## src/design/dshot_pkg.sv

```systemverilog
// Shared types, constants and frame builder for the DShot frame transmitter.
`default_nettype none
package dshot_pkg;

  localparam int unsigned TickBits   = 10;
  localparam int unsigned PeriodBits = TickBits + 1;
  localparam int unsigned CfgBits    = 10;
  localparam int unsigned TrailBits  = 3;
  localparam int unsigned SlotBits   = 5;
  localparam int unsigned FrameBits  = 16;
  localparam int unsigned CmpBits    = 17;
  localparam int unsigned AddrBits   = 4;
  localparam int unsigned DataBits   = 32;
  localparam int unsigned ThrottleMax = 2047;

  localparam logic [CfgBits-1:0]   BitPeriodReset = CfgBits'(40);
  localparam logic [CfgBits-1:0]   OneHighReset   = CfgBits'(30);
  localparam logic [CfgBits-1:0]   ZeroHighReset  = CfgBits'(15);
  localparam logic [TrailBits-1:0] TrailReset     = TrailBits'(2);

  typedef enum logic [1:0] {
    RegBitPeriod = 2'd0,
    RegOneHigh   = 2'd1,
    RegZeroHigh  = 2'd2,
    RegTrailing  = 2'd3
  } reg_idx_e;

  typedef enum logic {
    ActTick = 1'b0,
    ActLoad = 1'b1
  } action_e;

  typedef struct packed {
    logic        action;
    logic [15:0] throttle;
    logic        telemetry;
  } in_word_t;

  typedef struct packed {
    logic line_level;
    logic busy_res;
    logic frame_done;
    logic load_accepted;
  } out_word_t;

  typedef struct packed {
    logic                 is_load;
    logic [FrameBits-1:0] frame;
  } cmd_t;

  typedef struct packed {
    logic [CfgBits-1:0]   bit_period;
    logic [CfgBits-1:0]   one_high;
    logic [CfgBits-1:0]   zero_high;
    logic [TrailBits-1:0] trailing;
  } cfg_t;

  function automatic logic [FrameBits-1:0] build_frame(logic [15:0] thr, logic tel);
    logic [10:0] sat;
    logic [11:0] word;
    logic [3:0]  csum;
    sat  = (thr > 16'(ThrottleMax)) ? 11'(ThrottleMax) : thr[10:0];
    word = {sat, tel};
    csum = word[3:0] ^ word[7:4] ^ word[11:8];
    return {word, csum};
  endfunction

endpackage
`default_nettype wire

```

## src/design/dshot_front.sv

```systemverilog
// Front end: takes input words, classifies them and builds frames for the queue.
`default_nettype none
module dshot_front import dshot_pkg::*; (
  input  wire logic     in_valid_i,
  input  wire in_word_t in_word_i,
  output logic          in_stall_o,
  input  wire logic     q_full_i,
  output logic          q_push_o,
  output cmd_t          q_cmd_o
);

  assign in_stall_o      = q_full_i;
  assign q_push_o        = in_valid_i & ~q_full_i;
  assign q_cmd_o.is_load = (in_word_i.action == ActLoad);
  assign q_cmd_o.frame   = build_frame(in_word_i.throttle, in_word_i.telemetry);

endmodule
`default_nettype wire

```

## src/design/dshot_queue.sv

```systemverilog
// Two-entry command queue between the front end and the waveform engine.
`default_nettype none
module dshot_queue import dshot_pkg::*; (
  input  wire logic clk_i,
  input  wire logic rst_ni,
  input  wire logic push_i,
  input  wire cmd_t wdata_i,
  output logic      full_o,
  output logic      valid_o,
  output cmd_t      rdata_o,
  input  wire logic pop_i
);

  cmd_t       mem_q [2];
  logic       wr_ptr_q, wr_ptr_d;
  logic       rd_ptr_q, rd_ptr_d;
  logic [1:0] count_q, count_d;
  logic       do_pop;

  assign full_o  = (count_q == 2'd2);
  assign valid_o = (count_q != 2'd0);
  assign rdata_o = mem_q[rd_ptr_q];
  assign do_pop  = pop_i & valid_o;

  always_comb begin
    wr_ptr_d = push_i ? ~wr_ptr_q : wr_ptr_q;
    rd_ptr_d = do_pop ? ~rd_ptr_q : rd_ptr_q;
    count_d  = count_q + {1'b0, push_i} - {1'b0, do_pop};
  end

  always_ff @(posedge clk_i or negedge rst_ni) begin
    if (!rst_ni) begin
      wr_ptr_q <= 1'b0;
      rd_ptr_q <= 1'b0;
      count_q  <= 2'd0;
    end else begin
      wr_ptr_q <= wr_ptr_d;
      rd_ptr_q <= rd_ptr_d;
      count_q  <= count_d;
    end
  end

  always_ff @(posedge clk_i) begin
    if (push_i) begin
      mem_q[wr_ptr_q] <= wdata_i;
    end
  end

  a_count_bound: assert property (@(posedge clk_i) disable iff (!rst_ni)
    count_q <= 2'd2) else $error("queue count out of range");

  a_pointer_gap: assert property (@(posedge clk_i) disable iff (!rst_ni)
    (count_q == 2'd1) |-> (wr_ptr_q != rd_ptr_q))
    else $error("queue pointers disagree with count");

endmodule
`default_nettype wire

```

## src/design/dshot_back.sv

```systemverilog
// Waveform engine: runs queued commands and holds the result word register.
`default_nettype none
module dshot_back import dshot_pkg::*; (
  input  wire logic clk_i,
  input  wire logic rst_ni,
  input  wire cfg_t cfg_i,
  input  wire logic q_valid_i,
  input  wire cmd_t q_cmd_i,
  output logic      q_pop_o,
  output logic      out_valid_o,
  output out_word_t out_word_o,
  input  wire logic out_stall_i
);

  logic [FrameBits-1:0]  shift_q, shift_d;
  logic [SlotBits-1:0]   slot_q, slot_d;
  logic [TickBits-1:0]   tick_q, tick_d;
  logic                  sending_q, sending_d;
  logic                  out_valid_q;
  out_word_t             out_q, res;

  logic                  take;
  logic [CmpBits-1:0]    bp_w, cap_w, per_w, high_w;
  logic [PeriodBits-1:0] period, tick_inc;
  logic [SlotBits-1:0]   slot_inc, slot_end;

  assign q_pop_o     = q_valid_i & (~out_valid_q | ~out_stall_i);
  assign take        = q_pop_o;
  assign out_valid_o = out_valid_q;
  assign out_word_o  = out_q;

  always_comb begin
    bp_w   = CmpBits'(cfg_i.bit_period);
    cap_w  = CmpBits'(1) << TickBits;
    per_w  = (bp_w > cap_w) ? cap_w : bp_w;
    if (per_w == '0) begin
      per_w = CmpBits'(1);
    end
    period   = per_w[PeriodBits-1:0];
    high_w   = shift_q[FrameBits-1] ? CmpBits'(cfg_i.one_high) : CmpBits'(cfg_i.zero_high);
    tick_inc = PeriodBits'(tick_q) + PeriodBits'(1);
    slot_inc = slot_q + SlotBits'(1);
    slot_end = SlotBits'(FrameBits) + SlotBits'(cfg_i.trailing);

    shift_d   = shift_q;
    slot_d    = slot_q;
    tick_d    = tick_q;
    sending_d = sending_q;
    res       = '0;

    if (q_cmd_i.is_load) begin
      if (!sending_q) begin
        shift_d           = q_cmd_i.frame;
        slot_d            = '0;
        tick_d            = '0;
        sending_d         = 1'b1;
        res.load_accepted = 1'b1;
      end
      res.busy_res = 1'b1;
    end else if (sending_q) begin
      res.busy_res = 1'b1;
      if (slot_q < SlotBits'(FrameBits)) begin
        res.line_level = (CmpBits'(tick_q) < high_w);
      end
      if (tick_inc >= period) begin
        tick_d  = '0;
        shift_d = {shift_q[FrameBits-2:0], 1'b0};
        slot_d  = slot_inc;
        if (slot_inc >= slot_end) begin
          sending_d      = 1'b0;
          slot_d         = '0;
          res.frame_done = 1'b1;
        end
      end else begin
        tick_d = tick_inc[TickBits-1:0];
      end
    end
  end

  always_ff @(posedge clk_i or negedge rst_ni) begin
    if (!rst_ni) begin
      shift_q     <= '0;
      slot_q      <= '0;
      tick_q      <= '0;
      sending_q   <= 1'b0;
      out_valid_q <= 1'b0;
    end else begin
      if (take) begin
        shift_q   <= shift_d;
        slot_q    <= slot_d;
        tick_q    <= tick_d;
        sending_q <= sending_d;
      end
      if (take) begin
        out_valid_q <= 1'b1;
      end else if (!out_stall_i) begin
        out_valid_q <= 1'b0;
      end
    end
  end

  always_ff @(posedge clk_i) begin
    if (take) begin
      out_q <= res;
    end
  end

  a_slot_bound: assert property (@(posedge clk_i) disable iff (!rst_ni)
    slot_q <= SlotBits'(FrameBits + 7)) else $error("slot index out of range");

  a_done_busy: assert property (@(posedge clk_i) disable iff (!rst_ni)
    (out_valid_q && out_q.frame_done) |-> (out_q.busy_res && !sending_q))
    else $error("frame end flagged without busy or with sending still set");

  a_load_quiet: assert property (@(posedge clk_i) disable iff (!rst_ni)
    (out_valid_q && out_q.load_accepted) |-> (out_q.busy_res && !out_q.line_level))
    else $error("accepted load shows line activity");

  a_idle_rest: assert property (@(posedge clk_i) disable iff (!rst_ni)
    !sending_q |-> (slot_q == '0)) else $error("idle engine holds a slot index");

endmodule
`default_nettype wire

```

## src/design/dshot_frame_transmitter.sv

```systemverilog
// Top level of the DShot frame transmitter: register port, front end, queue and engine.
//
//   channel  direction  handshake                      word
//   in       input      in_valid_i / in_stall_o        in_word_t  {action, throttle, telemetry}
//   out      output     out_valid_o / out_stall_i      out_word_t {line_level, busy_res,
//                                                                 frame_done, load_accepted}
//   cfg      input      psel / penable / pwrite        four registers at 0x0, 0x4, 0x8, 0xC
//
// One word is accepted and one result delivered per clock when neither side stalls.
// A word is first written into the two-entry queue and then taken from the queue into the
// engine's result register, from which its result is presented.
// Reset is asynchronous and active low; it empties the queue, idles the engine and
// restores the register defaults. No clearing pass follows reset.
// A stalled output holds its result; the queue then fills and stalls the input.
`default_nettype none
module dshot_frame_transmitter import dshot_pkg::*; (
  input  wire logic                clk_i,
  input  wire logic                rst_ni,
  input  wire logic                in_valid_i,
  input  wire in_word_t            in_word_i,
  output logic                     in_stall_o,
  output logic                     out_valid_o,
  output out_word_t                out_word_o,
  input  wire logic                out_stall_i,
  input  wire logic                psel,
  input  wire logic                penable,
  input  wire logic                pwrite,
  input  wire logic [AddrBits-1:0] paddr,
  input  wire logic [DataBits-1:0] pwdata,
  output logic      [DataBits-1:0] prdata,
  output logic                     pready
);

  cfg_t     cfg_q;
  reg_idx_e reg_idx;
  logic     wr_en;
  logic     q_full, q_push, q_valid, q_pop;
  cmd_t     q_wcmd, q_rcmd;

  assign pready  = 1'b1;
  assign reg_idx = reg_idx_e'(paddr[3:2]);
  assign wr_en   = psel & penable & pwrite & pready;

  always_ff @(posedge clk_i or negedge rst_ni) begin
    if (!rst_ni) begin
      cfg_q.bit_period <= BitPeriodReset;
      cfg_q.one_high   <= OneHighReset;
      cfg_q.zero_high  <= ZeroHighReset;
      cfg_q.trailing   <= TrailReset;
    end else if (wr_en) begin
      unique case (reg_idx)
        RegBitPeriod: cfg_q.bit_period <= pwdata[CfgBits-1:0];
        RegOneHigh:   cfg_q.one_high   <= pwdata[CfgBits-1:0];
        RegZeroHigh:  cfg_q.zero_high  <= pwdata[CfgBits-1:0];
        RegTrailing:  cfg_q.trailing   <= pwdata[TrailBits-1:0];
        default:      ;
      endcase
    end
  end

  always_comb begin
    unique case (reg_idx)
      RegBitPeriod: prdata = DataBits'(cfg_q.bit_period);
      RegOneHigh:   prdata = DataBits'(cfg_q.one_high);
      RegZeroHigh:  prdata = DataBits'(cfg_q.zero_high);
      RegTrailing:  prdata = DataBits'(cfg_q.trailing);
      default:      prdata = '0;
    endcase
  end

  dshot_front u_front (
    .in_valid_i (in_valid_i),
    .in_word_i  (in_word_i),
    .in_stall_o (in_stall_o),
    .q_full_i   (q_full),
    .q_push_o   (q_push),
    .q_cmd_o    (q_wcmd)
  );

  dshot_queue u_queue (
    .clk_i   (clk_i),
    .rst_ni  (rst_ni),
    .push_i  (q_push),
    .wdata_i (q_wcmd),
    .full_o  (q_full),
    .valid_o (q_valid),
    .rdata_o (q_rcmd),
    .pop_i   (q_pop)
  );

  dshot_back u_back (
    .clk_i       (clk_i),
    .rst_ni      (rst_ni),
    .cfg_i       (cfg_q),
    .q_valid_i   (q_valid),
    .q_cmd_i     (q_rcmd),
    .q_pop_o     (q_pop),
    .out_valid_o (out_valid_o),
    .out_word_o  (out_word_o),
    .out_stall_i (out_stall_i)
  );

endmodule
`default_nettype wire

```

## config.mk

```make
export PLATFORM = sky130hd
export DESIGN_NAME = dshot_frame_transmitter
export DESIGN_NICKNAME = d
export VERILOG_FILES = /design/src/design/dshot_pkg.sv /design/src/design/dshot_front.sv /design/src/design/dshot_queue.sv /design/src/design/dshot_back.sv /design/src/design/dshot_frame_transmitter.sv
export SDC_FILE = /design/constraint.sdc
export NUM_CORES = 1
export LEC_CHECK = 0
export BUFFER_PORTS_ARGS = -buffer_cell sky130_fd_sc_hd__clkbuf_2
export CELL_PAD_IN_SITES_DETAIL_PLACEMENT = 0
export CELL_PAD_IN_SITES_GLOBAL_PLACEMENT = 2
export CORE_ASPECT_RATIO = 1.4
export CORE_MARGIN = 5
export CORE_UTILIZATION = 37
export DETAILED_ROUTE_END_ITERATION = 8
export GPL_ROUTABILITY_DRIVEN = 0
export GPL_TIMING_DRIVEN = 0
export PLACE_DENSITY_LB_ADDON = 0.08
export SYNTH_ARGS = -nofsm -noshare
export SYNTH_HDL_FRONTEND = slang
export SYNTH_SLANG_ARGS = --single-unit
export TNS_END_PERCENT = 30
```

## constraint.sdc

```tcl
create_clock -name clk_i -period 3.2 [get_ports clk_i]
set_input_delay 0.16 -clock clk_i [delete_from_list [all_inputs] [get_ports clk_i]]
set_output_delay 0.16 -clock clk_i [all_outputs]
set_load 0.005 [all_outputs]
```

==> flow_summary_export.csv <==
group,metric,value,unit
status,outcome,"complete, no violations",
routing,dr.pass1.iters,4,
sta,slew_violations,0,
synth,synth_cell_types,51,
cells_and_area,layout-drive-gt1-share,29.7,%
floorplan,io_pins,100,
synth,synth-main-ff-cell,"dfrtp_1",
sta,finalClockSkew,0.00800,ns
routing,wl_per_cell,16.5,um
synth,syn_area,5770,um^2
flow_run,maxCapViolations,0,
sta,fin_crit_sh,98.9,%
sta,tightest_slew,0.827,ns
setup_path,cp.arrival,3.39,ns
clock_tree,cts_tree,"done",
setup_path,slowest_delay,0.49,ns
floorplan,coreArea,15500,um^2
setup_path,crit_family,"compound AO/OA/AOI/OAI gates",
global_route,grt_pass1_vias,4136,
global_route,overflow,0,
setup_path,r2r_slack,0.03,ns
power_and_ir_drop,ir_drop,0.273,mV
sta,final_hold_viol_count,0,
cells_and_area,fillers,1496,
power_and_ir_drop,p_leak,3.05,nW
clock_tree,cts_made_buffers,9,
cells_and_area,num_antenna_cells,0,
floorplan,die_y,158,um
power_and_ir_drop,p_per_area,718,nW/um^2
setup_path,critPathLaunchType,"register",
floorplan,dieArea,18200,um^2
min_path,hp-class,"in2reg",
setup_path,crit_required,3.43,ns
synth,yosys_warnings,0,
setup_path,cp.depth,11,
synth,synth_cells,501,
setup_path,end_kind,"register",
setup_path,path_cells,"nand3_1 > nor2_4 > xor2_1 > ha_1 > a21o_1 > a221o_1 > a31o_4 > a21bo_4 > nand2_8 > buf_12 > mux2_4",
min_path,hp-start,"out_stall_i",
setup_path,path_class,"reg2reg",
setup_path,critical_path_peak_fanout,10,
clock_tree,cts_max_level,3,
sta,max_slew_margin,44.6,%
routing,drtAntennaViolNets,0,
setup_path,r2r_cells,11,
global_route,grt_usage,15.1,%
min_path,hold_depth,3,
sta,fmax,0.316,GHz
floorplan,rows,54,
floorplan,dieWidth,116,um
setup_path,cpMaxStageDelayCell,"dfrtp_1",
clock_tree,clk_latency,0.34,ns
setup_path,worstReg2RegStart,"u_back.tick_q[4]",
global_route,antenna_found_initial,0,
setup_path,r2r-end,"u_back.shift_q[13]",
synth,synth-async-reset-ratio,64.8,%
clock_tree,clock_sinks,108,
synth,syn_avg_cell_area,11.5,um^2
routing,drc,0,
floorplan,initial_core_util,37.3,%
setup_path,cp-startpoint,"u_back.tick_q[4]",
placement,dpl.hpwl,10.2,mm
sta,min_period,3.17,ns
routing,drt_iter0_drc,89,
clock_tree,root_buffer,"clkbuf_16",
global_route,grt_max_degree,59,
clock_tree,max-clock-path-buffers,2,
cells_and_area,nets,685,
routing,avgViaCountPerCell,4.85,
global_route,grt_first_pass_wirelength,21.1,mm
synth,synth_edf_count,38,
sta,setup_violations,0,
cells_and_area,areaGrowthSynthToFinish,18.0,%
routing,routed_wl,13.1,mm
clock_tree,clkTransAtPathRegs,0.07,ns
synth,ys_ff_latch,108,
cells_and_area,utilization,44.0,%
sta,whs,0.0306,ns
routing,dr_total_vias,3869,
setup_path,cp_num_buf_inv,1,
min_path,min_to,"u_back.out_valid_o",
placement,portBuffers,50,
synth,ys_seq_area_share,50.3,%
cells by family (layout without fill, tap and decap cells):
kind of cell | after synthesis | after routing | synth area share (%)
compound gates | 79 | 79 | 8.34
simple gates | 127 | 127 | 10.9
other cells | 2 | 23 | 0.130
xor+xnor | 22 | 22 | 3.34
flops | 108 | 108 | 50.3
mux | 77 | 77 | 15.3
fa+ha+maj | 27 | 27 | 5.85
buf+inv | 59 | 139 | 5.77
worst reg2reg max path, delay by kind of cell (launching register included):
kind / cells / cell delay (ns)
buf+inv: 1 / 0.14
mux: 1 / 0.30
compound gates: 4 / 1.06
fa+ha+maj: 1 / 0.31
flops: 1 / 0.49
xor+xnor: 1 / 0.28
simple gates: 3 / 0.48
worst max-delay path by stage:
stage                               to  slack (ns)
global placement    u_back.shift_q[12]       -0.17
detailed placement  u_back.shift_q[13]       -0.18
global route          u_back.tick_q[5]       -0.03
CTS                 u_back.shift_q[14]       0.007
floorplan           u_back.shift_q[10]        0.25
finish              u_back.shift_q[13]        0.03
final cells by class:
type | instances | area, um^2 | share of cell area (%)
buffer | 40 | 262 | 3.84
clock buffer | 10 | 229 | 3.36
clock inverter | 6 | 40.0 | 0.588
timing repair buffer | 65 | 403 | 5.91
tap | 196 | 245 | 3.60
inverter | 18 | 67.6 | 0.992
sequential | 108 | 2910 | 42.7
multi-input combinational | 355 | 2660 | 39.0
metal layers:
metal  GRT usage, %  routed length [um]
met5              0                   0
met4           5.98                 357
met3           2.37                 320
met2           30.1                7560
met1           15.4                4910
cell usage after synthesis, types with 4 or more instances:
| master | count | area [um^2] |
|---|---|---|
| nand2_1 | 64 | 240 |
| dfrtp_1 | 59 | 1480 |
| o21ai_0 | 49 | 245 |
| edfxtp_1 | 38 | 1140 |
| mux2_2 | 34 | 383 |
| mux2i_1 | 33 | 330 |
| ha_1 | 27 | 338 |
| buf_4 | 24 | 180 |
| inv_1 | 18 | 67.6 |
| xnor2_1 | 14 | 123 |
| nand3_1 | 12 | 60.1 |
| or3_1 | 12 | 75.1 |
| dfstp_2 | 11 | 289 |
| nor2_1 | 11 | 41.3 |
| xor2_1 | 8 | 70.1 |
| clkbuf_1 | 7 | 26.3 |
| mux2_4 | 7 | 105 |
| a21oi_1 | 6 | 30.0 |
| buf_1 | 5 | 18.8 |
| nor3_1 | 5 | 25.0 |
| a21o_1 | 4 | 30.0 |
| and3_1 | 4 | 25.0 |
| buf_2 | 4 | 20.0 |
| o31ai_1 | 4 | 30.0 |
stage by stage:
| step | instances | instance area [um^2] | total power [W] | setup WS [ns] | TNS (ns) |
|---|---|---|---|---|---|
| detailed placement | 769 | 6380 | 0.00384 | -0.182 | -1.78 |
| global placement | 768 | 6350 | 0.00380 | -0.173 | -1.68 |
| finish | 798 | 6810 | 0.00490 | 0.0348 | 0 |
| CTS | 788 | 6700 | 0.00492 | 0.00736 | 0 |
| global route | 798 | 6810 | 0.00528 | -0.0263 | -0.169 |
| floorplan | 522 | 5850 | 0.00331 | 0.250 | 0 |
flip-flops by register name (all words and copies together), names as in the netlist:
signal and count:
u_back.out_word_o 4, u_queue.count_q 2, u_back.slot_q 5, u_queue.mem_q 34, u_back.tick_q 10, u_back.out_valid_o 1, cfg_q 33, u_queue.rd_ptr_q 1
u_back.shift_q 16, u_back.sending_q 1, u_queue.wr_ptr_q 1
placed cells by master, fill, tap and decap left out, types with 5 or more instances in the layout:
cell type	count
nand2_1	64
dfrtp_1	57
o21ai_0	49
clkbuf_2	49
edfxtp_1	38
buf_4	35
mux2_2	34
mux2i_1	33
ha_1	26
conb_1	23
inv_1	18
xnor2_1	13
nand3_1	12
or3_1	12
dfstp_2	11
clkbuf_16	9
xor2_1	8
clkbuf_1	8
nor2_1	8
mux2_4	7
a21oi_1	6
nor3_1	5
timing repair:
action | CTS | global route
resized for setup | 5 | 5
buffers inserted | 2 | 10
hold endpoints to repair | 12 | 2
pin swaps | 0 | 4
setup endpoints to repair | 20 | 14
hold buffers | 1 | 1
report_power, final:
group	total (W)	switching [W]	internal (W)
Sequential	0.00210	0.000258	0.00184
Clock	0.00103	0.000504	0.000528
Combinational	0.00177	0.000893	0.000872
Total	0.00490	0.00166	0.00324
Power figures use the tool's default switching activity.
